===== src/rtl/pk1v_pkg.sv =====
// pk1v_pkg: shared types, constants and the digest info table for the
// pkcs1 type 1 sha-1 signature block check. no dependencies.

package pk1v_pkg;

	localparam int MAX_BLOCK_BYTES = 2048;
	localparam int DIGEST_BYTES    = 20;
	localparam int MIN_PAD_BYTES   = 8;
	localparam int SHORT_LIMIT     = 11;
	localparam int PREFIX_BYTES    = 15;
	localparam int PAYLOAD_BYTES   = PREFIX_BYTES + DIGEST_BYTES;

	localparam int CNT_W = 12;
	localparam int IDX_W = $clog2(PAYLOAD_BYTES + 1);
	localparam int DIG_W = $clog2(DIGEST_BYTES);

	localparam logic [CNT_W-1:0] BYTE_CAP  = CNT_W'(MAX_BLOCK_BYTES + 1);
	localparam logic [CNT_W-1:0] BYTE_MAX  = CNT_W'(MAX_BLOCK_BYTES);
	localparam logic [CNT_W-1:0] PAD_CAP   = {CNT_W{1'b1}};
	localparam logic [CNT_W-1:0] PAD_MIN   = CNT_W'(MIN_PAD_BYTES);
	localparam logic [CNT_W-1:0] SHORT_LEN = CNT_W'(SHORT_LIMIT);

	localparam logic [7:0] BYTE_ZERO = 8'h00;
	localparam logic [7:0] BYTE_TYPE = 8'h01;
	localparam logic [7:0] BYTE_PAD  = 8'hff;

	typedef enum logic [2:0] {
		PH_LEAD    = 3'd0,
		PH_TYPE    = 3'd1,
		PH_PAD     = 3'd2,
		PH_PAYLOAD = 3'd3,
		PH_HALT    = 3'd4
	} phase_t;

	typedef enum logic [2:0] {
		ST_OK     = 3'd0,
		ST_SHORT  = 3'd1,
		ST_LEAD   = 3'd2,
		ST_TYPE   = 3'd3,
		ST_PAD    = 3'd4,
		ST_NOSEP  = 3'd5,
		ST_PADCNT = 3'd6,
		ST_BADSIG = 3'd7
	} status_t;

	typedef enum logic [1:0] {
		REG_DIGEST_HIGH = 2'd0,
		REG_DIGEST_MID  = 2'd1,
		REG_DIGEST_LOW  = 2'd2
	} reg_index_t;

	// sha-1 digest info prefix
	function automatic logic [7:0] prefix_byte(input logic [3:0] k);
		logic [7:0] b;
		case (k)
			4'd0:    b = 8'h30;
			4'd1:    b = 8'h21;
			4'd2:    b = 8'h30;
			4'd3:    b = 8'h09;
			4'd4:    b = 8'h06;
			4'd5:    b = 8'h05;
			4'd6:    b = 8'h2b;
			4'd7:    b = 8'h0e;
			4'd8:    b = 8'h03;
			4'd9:    b = 8'h02;
			4'd10:   b = 8'h1a;
			4'd11:   b = 8'h05;
			4'd12:   b = 8'h00;
			4'd13:   b = 8'h04;
			4'd14:   b = 8'h14;
			default: b = 8'h00;
		endcase
		return b;
	endfunction

	// keep the earliest error code
	function automatic status_t keep_first(input status_t fe, input status_t code);
		return (fe == ST_OK) ? code : fe;
	endfunction

endpackage


===== src/rtl/pkcs1_type1_sha1_verify_check.sv =====
// pkcs1_type1_sha1_verify_check: top level of the type 1 padding and sha-1
// digest check. uses pk1v_pkg and pk1v_expect.
//
// channel  direction  handshake             payload
// in       input      in_valid / in_stall   block_byte, last_byte
// res      output     res_valid / res_stall status, valid_res
// cfg      input      cfg_valid / cfg_ready cfg_index, cfg_data
//
// one byte per cycle sustained while in_stall is low: a byte is registered,
// then the block state and the single payload compare update from it.
// the result register loads once the final byte is registered and in_stall is low.
// reset clears the block state, the digest registers and the input and result valid flags.
// in_stall rises only while the final byte waits on a full, stalled result
// register; other bytes keep flowing under res_stall.

module pkcs1_type1_sha1_verify_check import pk1v_pkg::*; (
	input  logic        clk,
	input  logic        arst_n,
	input  logic        in_valid,
	output logic        in_stall,
	input  logic [7:0]  block_byte,
	input  logic        last_byte,
	output logic        res_valid,
	input  logic        res_stall,
	output logic [2:0]  status,
	output logic        valid_res,
	input  logic        cfg_valid,
	output logic        cfg_ready,
	input  logic [1:0]  cfg_index,
	input  logic [63:0] cfg_data
);

	logic        valid_s1;
	logic [7:0]  byte_s1;
	logic        last_s1;

	logic [63:0] digest_high_q;
	logic [63:0] digest_mid_q;
	logic [31:0] digest_low_q;

	phase_t           phase_q, phase_n;
	status_t          first_err_q, first_err_n, res_code;
	logic [CNT_W-1:0] byte_cnt_q, byte_cnt_n;
	logic [CNT_W-1:0] pad_cnt_q, pad_cnt_n;
	logic [IDX_W-1:0] pay_idx_q, pay_idx_n;

	logic        res_valid_q;
	logic [2:0]  status_q;
	logic        valid_res_q;

	logic        slot_free;
	logic        step;
	logic [7:0]  exp_byte;

	assign cfg_ready = 1'b1;
	assign slot_free = !res_valid_q || !res_stall;
	assign in_stall  = valid_s1 && last_s1 && !slot_free;
	assign step      = valid_s1 && !in_stall;

	assign res_valid = res_valid_q;
	assign status    = status_q;
	assign valid_res = valid_res_q;

	pk1v_expect u_expect (
		.idx         (pay_idx_q),
		.digest_high (digest_high_q),
		.digest_mid  (digest_mid_q),
		.digest_low  (digest_low_q),
		.exp_byte    (exp_byte)
	);

	// configuration registers
	always_ff @(posedge clk or negedge arst_n) begin
		if (!arst_n) begin
			digest_high_q <= '0;
			digest_mid_q  <= '0;
			digest_low_q  <= '0;
		end else if (cfg_valid && cfg_ready) begin
			unique case (cfg_index)
				REG_DIGEST_HIGH: digest_high_q <= cfg_data;
				REG_DIGEST_MID:  digest_mid_q  <= cfg_data;
				REG_DIGEST_LOW:  digest_low_q  <= cfg_data[31:0];
				default: ;
			endcase
		end
	end

	// input register
	always_ff @(posedge clk or negedge arst_n) begin
		if (!arst_n) begin
			valid_s1 <= 1'b0;
		end else if (!in_stall) begin
			valid_s1 <= in_valid;
		end
	end

	always_ff @(posedge clk) begin
		if (!in_stall && in_valid) begin
			byte_s1 <= block_byte;
			last_s1 <= last_byte;
		end
	end

	// per-byte block state update
	always_comb begin
		phase_n     = phase_q;
		first_err_n = first_err_q;
		pad_cnt_n   = pad_cnt_q;
		pay_idx_n   = pay_idx_q;
		byte_cnt_n  = (byte_cnt_q < BYTE_CAP) ? byte_cnt_q + 1'b1 : byte_cnt_q;

		if (byte_cnt_n > BYTE_MAX) begin
			first_err_n = keep_first(first_err_n, ST_BADSIG);
			phase_n     = PH_HALT;
		end

		unique case (phase_q)
			PH_LEAD: begin
				if (byte_s1 != BYTE_ZERO) begin
					first_err_n = keep_first(first_err_n, ST_LEAD);
					phase_n     = PH_HALT;
				end else begin
					phase_n = PH_TYPE;
				end
			end
			PH_TYPE: begin
				if (byte_s1 != BYTE_TYPE) begin
					first_err_n = keep_first(first_err_n, ST_TYPE);
					phase_n     = PH_HALT;
				end else begin
					phase_n = PH_PAD;
				end
			end
			PH_PAD: begin
				if (byte_s1 == BYTE_PAD) begin
					if (pad_cnt_q < PAD_CAP) pad_cnt_n = pad_cnt_q + 1'b1;
				end else if (byte_s1 == BYTE_ZERO) begin
					if (pad_cnt_q < PAD_MIN) begin
						first_err_n = keep_first(first_err_n, ST_PADCNT);
						phase_n     = PH_HALT;
					end else begin
						phase_n = PH_PAYLOAD;
					end
				end else begin
					first_err_n = keep_first(first_err_n, ST_PAD);
					phase_n     = PH_HALT;
				end
			end
			PH_PAYLOAD: begin
				if (pay_idx_q >= IDX_W'(PAYLOAD_BYTES) || byte_s1 != exp_byte) begin
					first_err_n = keep_first(first_err_n, ST_BADSIG);
					phase_n     = PH_HALT;
				end else begin
					pay_idx_n = pay_idx_q + 1'b1;
				end
			end
			default: ;
		endcase

		// end of block checks; over-length is checked first, so its error code is kept here
		if (phase_n == PH_PAD) begin
			res_code = keep_first(first_err_n, ST_NOSEP);
		end else if (phase_n == PH_PAYLOAD && pay_idx_n != IDX_W'(PAYLOAD_BYTES)) begin
			res_code = keep_first(first_err_n, ST_BADSIG);
		end else begin
			res_code = first_err_n;
		end
		if (byte_cnt_n < SHORT_LEN) res_code = ST_SHORT;
	end

	always_ff @(posedge clk or negedge arst_n) begin
		if (!arst_n) begin
			phase_q     <= PH_LEAD;
			first_err_q <= ST_OK;
			byte_cnt_q  <= '0;
			pad_cnt_q   <= '0;
			pay_idx_q   <= '0;
		end else if (step) begin
			if (last_s1) begin
				phase_q     <= PH_LEAD;
				first_err_q <= ST_OK;
				byte_cnt_q  <= '0;
				pad_cnt_q   <= '0;
				pay_idx_q   <= '0;
			end else begin
				phase_q     <= phase_n;
				first_err_q <= first_err_n;
				byte_cnt_q  <= byte_cnt_n;
				pad_cnt_q   <= pad_cnt_n;
				pay_idx_q   <= pay_idx_n;
			end
		end
	end

	// result register
	always_ff @(posedge clk or negedge arst_n) begin
		if (!arst_n) begin
			res_valid_q <= 1'b0;
		end else if (step && last_s1) begin
			res_valid_q <= 1'b1;
		end else if (!res_stall) begin
			res_valid_q <= 1'b0;
		end
	end

	always_ff @(posedge clk) begin
		if (step && last_s1) begin
			status_q    <= res_code;
			valid_res_q <= (res_code == ST_OK);
		end
	end

endmodule


===== src/rtl/pk1v_expect.sv =====
// pk1v_expect: expected payload byte at a given payload position, from the
// fixed digest info prefix and the configured digest. uses pk1v_pkg.

module pk1v_expect import pk1v_pkg::*; (
	input  logic [IDX_W-1:0] idx,
	input  logic [63:0]      digest_high,
	input  logic [63:0]      digest_mid,
	input  logic [31:0]      digest_low,
	output logic [7:0]       exp_byte
);

	logic [8*DIGEST_BYTES-1:0] dig_cat;
	logic [7:0]                dig [DIGEST_BYTES];
	logic [IDX_W-1:0]          dig_off;

	assign dig_cat = {digest_high, digest_mid, digest_low};
	assign dig_off = idx - IDX_W'(PREFIX_BYTES);

	always_comb begin
		for (int i = 0; i < DIGEST_BYTES; i++) begin
			dig[i] = dig_cat[8*(DIGEST_BYTES-1-i) +: 8];
		end
	end

	always_comb begin
		if (idx < IDX_W'(PREFIX_BYTES)) begin
			exp_byte = prefix_byte(idx[3:0]);
		end else if (idx < IDX_W'(PAYLOAD_BYTES)) begin
			exp_byte = dig[dig_off[DIG_W-1:0]];
		end else begin
			exp_byte = 8'h00;
		end
	end

endmodule

===== config.mk =====
export PLATFORM = sky130hd
export DESIGN_NAME = pkcs1_type1_sha1_verify_check
export DESIGN_NICKNAME = d
export VERILOG_FILES = /design/src/rtl/pk1v_pkg.sv /design/src/rtl/pkcs1_type1_sha1_verify_check.sv /design/src/rtl/pk1v_expect.sv
export SDC_FILE = /design/constraint.sdc
export NUM_CORES = 1
export LEC_CHECK = 0
export ABC_AREA = 1
export BUFFER_PORTS_ARGS = -buffer_cell sky130_fd_sc_hd__buf_2
export CAP_MARGIN = 20
export CORE_ASPECT_RATIO = 1.4
export CORE_MARGIN = 2
export CORE_UTILIZATION = 30
export DETAILED_ROUTE_END_ITERATION = 8
export MAX_ROUTING_LAYER = met4
export RECOVER_POWER = 25
export SYNTH_ARGS = -nofsm -noshare
export SYNTH_HDL_FRONTEND = slang
export SYNTH_HIERARCHICAL = 1
export SYNTH_SLANG_ARGS = --single-unit

===== constraint.sdc =====
create_clock -name clk -period 8.5 [get_ports clk]
set_clock_uncertainty 0.2 [all_clocks]
set_input_delay 0.85 -clock clk [delete_from_list [all_inputs] [get_ports clk]]
set_output_delay 0.85 -clock clk [all_outputs]
set_load 0.1 [all_outputs]

==> results.yml, run 1 <==
critical_path:
  cp-start-kind: "flip-flop"
  r2r_cells: 25
  arrival_ns: 5.41
  crit_path_max_fanout: 91
  worstSetupPathType: "flip-flop to flip-flop"
  critPathRequiredTime_ns: 8.57
  reg2reg_to: "status[2]$_DFFE_PP_"
  rrSetupSlack_ns: 3.16
  reg2reg_from: "pay_idx_q[0]$_DFFE_PN0P_"
  crit_path_start: "pay_idx_q[0]$_DFFE_PN0P_"
  worst_setup_path_end_kind: "flip-flop"
synthesis:
  seq_area_frac_synth_pct: 47.36
  yosysMostFrequentCell: "nand2_1"
  synth-edff-count: 13
  synth_area_per_cell_um2: 7.411
  ys_ff_latch: 211
  yosys_warnings: 6
  syn_nets: 1612
  synthCells: 1523
  netlist_area_um2: 11290
  synth-async-reset-ratio_pct: 93.84
  synth_area_leader_cell: "dfrtp_1"
  synth_cell_types: 44
  yosys_most_used_dff: "dfrtp_1"
  synth_commonest_cells: "nand2_1 (504), dfrtp_1 (198), inv_1 (192)"
  synth_top_area_share_pct: 43.90
  synth.area.top_cells: "dfrtp_1 (44%), nand2_1 (17%), o21ai_0 (8.3%)"
power:
  power_density_nw_per_um2: 212.3
  p_leak_nw: 6.395
  irDropWorstVdd_mv: 0.1097
die:
  fp.dieH_um: 233.5
  start_util_pct: 30.25
  ios: 87
  core_area_um2: 37310
  rows: 84
  die_x_um: 167.9
  die_area_um2: 39210
drt:
  detail_route.wl_per_cell_um: 14.70
  first_iter_violations: 591
  drc: 0
  firstDrtPassIters: 5
  via_per_inst: 4.739
  drt-total-wl_um: 30200
  ant_nets: 0
  vias: 9733
timing:
  worst_slew_pin_slew_ns: 3.247
  max-slew-margin-rel_pct: -116.5
  max_freq_mhz: 187.2
  final-setup-viol-count: 0
  fin_tns_setup_ns: 0
  period_share_pct: 62.85
  hold_viol: 0
  rsz0062_at_grt: "false"
  fin_crit_ns: 5.342
  slew_viol_final: 127
clock_network:
  postCtsSetupRepairBufs: 0
  cts_tree: "built"
  path_clk_slew_ns: 0.06
  ctsHoldBuffers: 0
  cts.sinks: 211
  clk_latency_ns: 0.53
  clockRootBuffer: "clkbuf_16"
  clock_path_buffers: 3
  h-tree-depth: 1
  cts_resized: 0
  cts-buffers-inserted: 22
grt:
  grt_first_pass_wirelength_um: 49420
  grtUsageTotal_pct: 16.00
  grt_overflow: 0
  grt_start_max_net_pins: 116
  grt_pass1_vias: 9504
  antenna_found_initial: 0
placement:
  io_buffer_count: 85
  dpl-instance-area_um2: 12010
  place_congestion: 0.8544
  hpwl_um: 21070
hold_path:
  holdPathEnd: "digest_mid_q[48]$_DFFE_PN0P_"
  hold_start: "digest_mid_q[48]$_DFFE_PN0P_"
  hp-class: "flip-flop to flip-flop"
  hold_depth: 2
layout:
  layout-drive-gt1-share_pct: 11.20
  nets: 1655
  final_cell_area_um2: 12730
  syn2layout_area_growth_pct: 12.80
  antennaDiodeCount: 0
flow_run:
  drv_cap: 2
run_status:
  violations: "capacitance limit, slew limit"
  outcome: "finished with violations"
[layout make-up]
class | count | area (µm²)
clock buffers | 27 | 600.6
inverters | 206 | 773.2
multi-input cells | 1031 | 4777
well taps | 473 | 591.8
repair buffers | 94 | 505.5
fillers | 3939 | 24580
flip-flops and latches | 211 | 5346
clock inverters | 12 | 137.6
[worst max-delay path, stage by stage, from the launching register on]
cell and delay (ns):
dfrtp_2 0.36, buf_4 0.70, ha_1 0.34, inv_1 0.06
ha_1 0.50, inv_1 0.60, nand3_1 0.16, nand3_1 0.11
nand3_1 0.07, nand2_1 0.08, inv_1 0.05, xor2_1 0.15
nor2_1 0.09, nand2_1 0.07, nor2_1 0.13, nand3_1 0.15
inv_1 0.20, nand4_1 0.14, o21ai_0 0.26, nand2_1 0.08
nor2_1 0.14, nand2_1 0.08, nand2_1 0.09, nor2_2 0.05
nor2_1 0.11, nor2_2 0.04
[layout by cell type (no fill, tap or decap), types with 14 or more instances in the layout]
| cell | n |
|---|---|
| dfrtp_1 | 197 |
| inv_1 | 192 |
| buf_2 | 82 |
| nand2_1 | 504 |
| clkbuf_16 | 23 |
| o21ai_0 | 187 |
| nor3_1 | 14 |
| a21oi_1 | 28 |
| nand3_1 | 133 |
| o22ai_1 | 17 |
| nor2_1 | 62 |
[power breakdown]
group | total [mW] | switching (mW) | internal [mW]
clock | 1.00 | 0.412 | 0.593
sequential | 1.24 | 0.0902 | 1.15
combinational | 0.454 | 0.294 | 0.160
total | 2.70 | 0.796 | 1.91
[sequential cells by signal, indices dropped and copies added (netlist names), 3 cells and up]
signal and cells:
digest_low_q 32, first_err_q 3, digest_high_q 64, byte_cnt_q 12
digest_mid_q 64, status 3, pad_cnt_q 12, phase_q 3
byte_s1 8, pay_idx_q 6
[per-layer routing]
layer	share of wire, %	track usage [%]	up-vias
li1	-	-	4898
met1	42	18.84	4579
met2	51	27.91	200
met3	3.2	1.474	56
met4	4.2	7.011	0
met5	0	-	-
[worst max path at each step]
stage	to	slack [ns]	depth (start not counted)
after floorplan	status[2]$_DFFE_PP_	4.67	29
after global placement	status[2]$_DFFE_PP_	3.31	25
after detailed placement	status[2]$_DFFE_PP_	3.16	25
after CTS	status[2]$_DFFE_PP_	3.15	25
after global routing	status[2]$_DFFE_PP_	2.44	25
final	status[2]$_DFFE_PP_	3.16	25
[cells by family (layout without fill, tap and decap cells)]
logic type                 count (synthesis)  after routing  share of synthesized area [%]
and+or+nand+nor                          759            759                          28.48
adders and majority gates                  9              9                         0.9977
DFF                                      211            211                          47.36
other                                      1              1                        0.03322
AOI/OAI and AO/OA                        246            246                          11.41
buffers and inverters                    281            339                          10.32
xor gates and xnor gates                  16             16                          1.408
[through the flow]
stage               util, %  total power, mW  hold slack (ns)  cells  setup WS [ns]
floorplan                 -            1.563           0.2478   1523          4.668
global route          34.12            2.861           0.2764   2054          2.444
detailed placement    32.20            1.719           0.2688   2014          3.155
CTS                   34.18            2.733          0.09961   2053          3.150
finish                34.12            2.703           0.2828   2054          3.158
global placement      32.20            1.708           0.2609   2014          3.305
Power figures use the tool's default switching activity.
==> inputs of run 2 (changes only) <==
==> constraint.sdc (replaced) <==
create_clock -name clk -period 4.9 [get_ports clk]
set_clock_uncertainty 0.2 [all_clocks]
set_input_delay 0.49 -clock clk [delete_from_list [all_inputs] [get_ports clk]]
set_output_delay 0.49 -clock clk [all_outputs]
set_load 0.1 [all_outputs]
==> run 2 against run 1 <==
Net effect: the flow still finishes with violations (capacitance limit, slew limit); count of clock-buffer cells in the layout rose by 7; highest routed layer unchanged; setup slack got worse by 2.6 ns; via count rose by 0.34%; global-route usage rose by 0.42 points; clock power rose by 66%; critical path depth fell by 2; critical path type unchanged; flip-flop and latch count did not move.
==> results.yml, run 2 (synthesized netlist as in run 1, its figures left out) <==
clock_network:
  clockRootBuffer: "clkbuf_16"
  h-tree-depth: 1
  path_clk_slew_ns: 0.06
  cts.sinks: 211
  cts_tree: "built"
  clock_path_buffers: 3
  clk_latency_ns: 0.52
  postCtsSetupRepairBufs: 0
  cts-buffers-inserted: 23
  cts_resized: 0
grt:
  grt_first_pass_wirelength_um: 50440
  grt_pass1_vias: 9497
  antenna_found_initial: 0
  grtUsageTotal_pct: 16.41
  grt_overflow: 0
  grt_start_max_net_pins: 105
die:
  start_util_pct: 30.25
  rows: 84
  core_area_um2: 37310
  die_area_um2: 39210
  fp.dieH_um: 233.5
  die_x_um: 167.9
  ios: 87
timing:
  fin_tns_setup_ns: 0
  hold_viol: 0
  worst_slew_pin_slew_ns: 3.335
  final-setup-viol-count: 0
  fin_crit_ns: 4.331
  max_freq_mhz: 230.9
  slew_viol_final: 300
  rsz0062_at_grt: "false"
  max-slew-margin-rel_pct: -122.3
  period_share_pct: 88.39
hold_path:
  hp-class: "primary input to flip-flop"
  hold_depth: 3
run_status:
  violations: "capacitance limit, slew limit"
  outcome: "finished with violations"
critical_path:
  worst_setup_path_end_kind: "flip-flop"
  cp-start-kind: "flip-flop"
  arrival_ns: 4.39
  reg2reg_from: "pay_idx_q[1]$_DFFE_PN0P_"
  crit_path_max_fanout: 21
  rrSetupSlack_ns: 0.57
  r2r_cells: 23
  critPathRequiredTime_ns: 4.96
  crit_path_start: "pay_idx_q[1]$_DFFE_PN0P_"
  endpoint: "status[2]$_DFFE_PP_"
  worstSetupPathType: "flip-flop to flip-flop"
  reg2reg_to: "status[2]$_DFFE_PP_"
drt:
  highest_layer: "met4"
  via_per_inst: 4.709
  dr_wl_met3_um: 1254
  wl_met2_um: 15520
  met1_length_um: 12810
  ant_nets: 0
  vias: 9766
  first_iter_violations: 635
  detail_route.wl_per_cell_um: 14.91
  firstDrtPassIters: 7
  drt-total-wl_um: 30930
  drc: 0
power:
  power_density_nw_per_um2: 358.4
  p_leak_nw: 6.459
  irDropWorstVdd_mv: 0.2098
layout:
  stdcell_count: 2074
  reg_top3: "digest_high_q: 64 flops, digest_mid_q: 64 flops, digest_low_q: 32 flops"
  layout-drive-gt1-share_pct: 10.99
  final_core_util_pct: 34.50
  antennaDiodeCount: 0
  nets: 1674
  fillers: 3898
  layout_common_cells: "nand2_1 (504), dfrtp_1 (197), inv_1 (192), o21ai_0 (187), nand3_1 (134)"
  syn2layout_area_growth_pct: 14.03
  layout_commonest_cell: "nand2_1"
flow_run:
  drv_cap: 4
placement:
  place_congestion: 0.8764
  hpwl_um: 21420
  io_buffer_count: 85
  dp_cells: 2020
-- run 2: repair_timing --
| item | in CTS | in global routing |
|---|---|---|
| endpoints found under the hold margin | 105 | 0 |
| endpoints found under the setup margin | 0 | 0 |
| hold buffers | 12 | 0 |
-- run 2: metal layers --
layer  global-route usage (%)  vias to the layer above
met3                    1.745                       66
met5                        -                        -
met1                    19.11                     4540
li1                         -                     4927
met2                    28.72                      233
met4                    7.201                        0
-- run 2: layout make-up --
class	count	area [µm²]	share of cell area, %
sequential	211	5346	41.54
multi-input combinational	1031	4772	37.08
inverter	206	773.2	6.008
timing repair buffer	112	685.7	5.327
clock buffer	34	636.9	4.948
tap	473	591.8	4.598
clock inverter	7	65.06	0.5055
-- run 2: worst min path at each step --
stage	startpoint	endpoint	slack (ns)
2_1_floorplan	arst_n	byte_cnt_q[0]$_DFFE_PN0P_	-0.006
3_3_place_gp	digest_mid_q[47]$_DFFE_PN0P_	digest_mid_q[47]$_DFFE_PN0P_	0.26
3_5_place_dp	digest_mid_q[47]$_DFFE_PN0P_	digest_mid_q[47]$_DFFE_PN0P_	0.27
4_1_cts	cfg_data[63]	digest_mid_q[63]$_DFFE_PN0P_	0.02
5_1_grt	cfg_data[36]	digest_mid_q[36]$_DFFE_PN0P_	0.05
6_report	cfg_data[56]	digest_high_q[56]$_DFFE_PN0P_	0.04
-- run 2: report_power, final --
group,leakage (nW),internal [mW],switching [mW],total [mW]
logic,3.48,0.288,0.510,0.797
registers,2.64,2.00,0.152,2.16
clock network,0.342,0.952,0.709,1.66
total,6.46,3.24,1.37,4.61
-- run 2: critical path, stage by stage, from the launching register on --
cell	delay [ns]
dfrtp_1	0.56
ha_1	0.28
inv_1	0.06
ha_1	0.29
inv_1	0.47
buf_4	0.24
nand3_1	0.07
a21oi_1	0.14
nand2_1	0.07
nand2_1	0.07
xnor2_1	0.12
nand2_1	0.07
a21oi_1	0.15
nand3_1	0.15
inv_1	0.19
nand4_1	0.14
o21ai_0	0.26
nand2_1	0.08
nor2_1	0.12
nand2_1	0.07
nand2_1	0.08
nor2_2	0.04
nor2_1	0.12
nor2_2	0.04
-- run 2: stage by stage --
| step | setup WS (ns) | hold slack [ns] | area, µm² | power (mW) |
|---|---|---|---|---|
| finish | 0.5687 | 0.03610 | 12870 | 4.613 |
| global route | 0.02410 | 0.04556 | 12870 | 4.902 |
| CTS | 0.5871 | 0.01951 | 12920 | 4.676 |
| detailed placement | 0.5995 | 0.2682 | 12100 | 2.978 |
| global placement | 0.7074 | 0.2632 | 12100 | 2.958 |
| floorplan | 1.068 | -0.005591 | 11290 | 2.712 |
